===== src/rtl/capacitated_route_list_assert.svh =====
// assertion macros for the route list block
`ifndef CAPACITATED_ROUTE_LIST_ASSERT_SVH
`define CAPACITATED_ROUTE_LIST_ASSERT_SVH
`ifndef SYNTH
`define CRL_ASSERT_IMPL(label, clk, rstn, ante, cons) \
  label: assert property (@(posedge clk) disable iff (!rstn) (ante) |-> (cons)) \
    else $error("assertion failed");
`define CRL_ASSERT_NEXT(label, clk, rstn, ante, cons) \
  label: assert property (@(posedge clk) disable iff (!rstn) (ante) |=> (cons)) \
    else $error("assertion failed");
`else
`define CRL_ASSERT_IMPL(label, clk, rstn, ante, cons)
`define CRL_ASSERT_NEXT(label, clk, rstn, ante, cons)
`endif
`endif


===== src/rtl/crl_ram.sv =====
// ---------------------------------------------------------------------------
// crl_ram
// generic single port ram, registered read
// ---------------------------------------------------------------------------
module crl_ram #(
  parameter int Width = 8,
  parameter int Depth = 16
) (
  input  logic                     clk_i,
  input  logic                     we_i,
  input  logic [$clog2(Depth)-1:0] addr_i,
  input  logic [Width-1:0]         wdata_i,
  output logic [Width-1:0]         rdata_o
);
  logic [Width-1:0] mem_q [Depth];
  logic [Width-1:0] rdata_q;

  // write or read one entry per cycle
  always_ff @(posedge clk_i) begin
    if (we_i) begin
      mem_q[addr_i] <= wdata_i;
    end
    rdata_q <= mem_q[addr_i];
  end
  assign rdata_o = rdata_q;
endmodule


===== config.mk =====
export PLATFORM = sky130hd
export DESIGN_NAME = crl_ram
export DESIGN_NICKNAME = d
export VERILOG_FILES = /design/src/rtl/capacitated_route_list_assert.svh /design/src/rtl/crl_ram.sv
export SDC_FILE = /design/constraint.sdc
export NUM_CORES = 1
export LEC_CHECK = 0
export ABC_CLOCK_PERIOD_IN_PS = 1800
export BUFFER_PORTS_ARGS = -buffer_cell sky130_fd_sc_hd__buf_4
export CAP_MARGIN = 20
export CORE_AREA = 2 2 99 101
export CTS_BUF_LIST = sky130_fd_sc_hd__clkbuf_8
export DETAILED_ROUTE_END_ITERATION = 10
export DIE_AREA = 0 0 101 103
export GPL_TIMING_DRIVEN = 0
export PLACE_DENSITY = 0.77
export SYNTH_ARGS = -nofsm -noshare
export SYNTH_HDL_FRONTEND = slang
export SYNTH_SLANG_ARGS = --single-unit

===== constraint.sdc =====
create_clock -name clk_i -period 1.8 [get_ports clk_i]
set_clock_uncertainty 0.05 [all_clocks]
set_input_delay 0.27 -clock clk_i [delete_from_list [all_inputs] [get_ports clk_i]]
set_output_delay 0.27 -clock clk_i [all_outputs]
set_load 0.01 [all_outputs]

==> qor.yml <==
place:
  place_ws_ns: -0.555
  portBuffers: 19
  hpwlAfterDp_mm: 6.16
  place_congestion: 0.774
logic_synthesis:
  synth_fa_ha_area_share_pct: 0
  synth-xor-area-share_pct: 0
  synth_area_per_cell_um2: 22.0
  synth-seq-cells: 136
  syn_inst: 230
  syn_area_um2: 5070
  synth_mux_area_share_pct: 14.2
  synth_top_family_by_area: "multiplexers"
  yosys.area_share.simple_pct: 3.21
  synth_fp_nets: 244
  synth_compound_area_share_pct: 2.37
  ys_warn_count: 0
  yosysSeqAreaShare_pct: 79.0
  synth.distinct_cells: 18
clock_tree:
  cts_tree: "done"
  cts_buffers: 17
  htree_levels: 4
  clkLatencyLatePin_ns: 0.44
  cts_sinks: 136
  cts_root_buf: "clkbuf_8"
  clkTransAtPathRegs_ns: 0.09
  cts_buffer_depth: 2
timing:
  rsz0062_at_grt: "true"
  finalCritPeriodShare_pct: 105
  timing.fmax_ghz: 0.528
  maxSlewViolCount: 0
  slew_headroom_pct: 42.0
  finalHoldViolations: 0
  post-route-min-period_ns: 1.89
  fin_tns_setup_ns: -2.13
  finalSetupViolCount: 40
  worst_slew_pin_slew_ns: 0.863
  whs_ns: 0.117
  worst_slack_ns: -0.0927
drt:
  wl_met3_um: 735
  wl_met2_mm: 4.87
  drc_errors: 0
  antenna_left: 0
  wl_per_cell_um: 24.0
  first_pass_iters: 4
  wl_met1_mm: 3.74
  drt-total-wl_mm: 9.53
  viasPerCell: 6.04
  top_layer: "met4"
  num_vias: 2404
  drt-initial-drc-count: 234
global_routing:
  grt_max_degree: 17
  grt_pass1_vias: 2361
  grt_pass1_wl_mm: 14.1
  overflow: 0
  track_usage_pct: 19.8
  antenna_found_initial: 0
power_and_ir_drop:
  worst_ir_drop_vdd_mv: 0.515
  power_density_nw_per_um2: 1110
  p_leak_nw: 1.87
floorplan:
  rows: 36
  die_y_um: 103
  die_w_um: 101
  io_pins: 22
  core_area_um2: 9460
  start_util_pct: 53.6
  dieArea_um2: 10400
critical_path:
  worstSetupEndpointType: "flop"
  max_stage_delay_ns: 0.68
  critPathArrivalTime_ns: 1.91
  path_max_fanout: 10
  crit_chain: "buf_2 -> buf_1 -> nand2b_1 -> nor2_1"
  startpoint_type: "input pin"
  worst-setup-path-type: "in -> reg"
  cp_slowest_cell: "nor2_1"
  required_ns: 1.81
finish:
  n_fill_cell: 661
  finish.utilization_pct: 61.2
  syn2layout_area_growth_pct: 14.2
  nets: 285
  n_antenna_cell: 0
  layout-drive-gt1-share_pct: 33.5
outcome:
  status: "finished, violations left"
  violations: "setup timing"
flow_run:
  cap_violations: 0
hold_path:
  hp-class: "in -> reg"
-- cell usage in the layout, fill, tap and decap left out --
cell type / synthesis / layout
nand2_1: 9 / 9
buf_1: 4 / 4
nand3_1: 1 / 1
clkinv_4: 0 / 2
buf_4: 0 / 22
clkbuf_1: 2 / 2
inv_8: 0 / 1
clkbuf_8: 0 / 17
nor3_1: 4 / 3
edfxtp_1: 128 / 128
clkinvlp_4: 0 / 3
buf_6: 2 / 2
dfxtp_1: 8 / 8
a22oi_1: 16 / 16
mux4_2: 32 / 32
nand2b_1: 2 / 2
nor2_2: 0 / 3
nor2b_1: 2 / 2
clkbuf_2: 1 / 1
inv_6: 0 / 6
and2_1: 1 / 1
buf_2: 2 / 2
nor3_2: 0 / 1
or3b_2: 1 / 1
nand3b_1: 2 / 2
nor2_1: 13 / 10
inv_1: 0 / 1
bufinv_16: 0 / 2
-- critical path, delay by kind of cell --
| family | cells | cell delay (ns) |
|---|---|---|
| and+or+nand+nor | 2 | 0.93 |
| buffers and inverters | 2 | 0.70 |
-- report_power, final --
group	total (W)	switching [W]	leakage, nW	internal [W]
Combinational	0.000358	0.000204	0.449	0.000154
Sequential	0.00355	0.0000189	1.22	0.00353
Clock	0.00250	0.00124	0.198	0.00126
Total	0.00641	0.00146	1.87	0.00495
-- worst paths after layout --
check / depth (start not counted) / end / from / slack [ns]
worst max-delay path: 4 / mem_q[2][1]$_DFFE_PP_ / addr_i[1] / -0.09
worst max register to register: 3 / rdata_o[5]$_DFF_P_ / mem_q[15][5]$_DFFE_PP_ / 0.34
worst min register to register: 3 / rdata_o[4]$_DFF_P_ / mem_q[2][4]$_DFFE_PP_ / 0.65
worst min-delay path: 1 / mem_q[6][4]$_DFFE_PP_ / wdata_i[4] / 0.12
-- through the flow --
| step | std cells | area [um^2] | total power, W |
|---|---|---|---|
| floorplan | 230 | 5070 | 0.00382 |
| global placement | 363 | 5360 | 0.00397 |
| detailed placement | 366 | 5380 | 0.00398 |
| CTS | 398 | 5780 | 0.00644 |
| global route | 398 | 5790 | 0.00660 |
| finish | 398 | 5790 | 0.00641 |
-- state kept, by name, indices dropped and copies added (netlist names) --
name / flops
rdata_o: 8
mem_q: 128
-- cell usage after synthesis, drive strengths merged --
master	count	share of area [%]
a22oi	16	2.4
and2	1	0.12
buf	8	0.94
clkbuf	3	0.25
dfxtp	8	3.2
edfxtp	128	76
mux4	32	14
nand2	9	0.67
nand2b	2	0.25
nand3	1	0.099
nand3b	2	0.30
nor2	13	0.96
nor2b	2	0.25
nor3	4	0.40
or3b	1	0.17
-- metal layers --
layer | global-route usage, % | vias to the layer above
li1 | - | 1045
met1 | 27.1 | 1221
met3 | 4.47 | 14
met2 | 30.8 | 124
met4 | 9.46 | 0
met5 | 0 | -
-- timing repair --
item / 4_1_cts / 5_1_grt
hold buffers: 0 / 0
endpoints found under the setup margin: 64 / 72
cloned: 0 / 0
gates resized for setup: 0 / 3
setup buffers: 0 / 0
-- area by class of cell --
class,instances,area (um^2),share of cell area [%]
clock buffer,17,234,4.04
tap,114,143,2.46
timing repair buffer,22,165,2.85
buffer,11,60.1,1.04
multi-input combinational,83,1020,17.5
sequential,136,4000,69.2
clock inverter,15,168,2.90
-- cells by family (layout without fill, tap and decap cells) --
logic type,after synthesis,count (layout)
mux,32,32
simple gates,35,35
flops,136,136
compound gates,16,16
buf+inv,11,65
No activity file was read; power rests on OpenSTA's default activity.
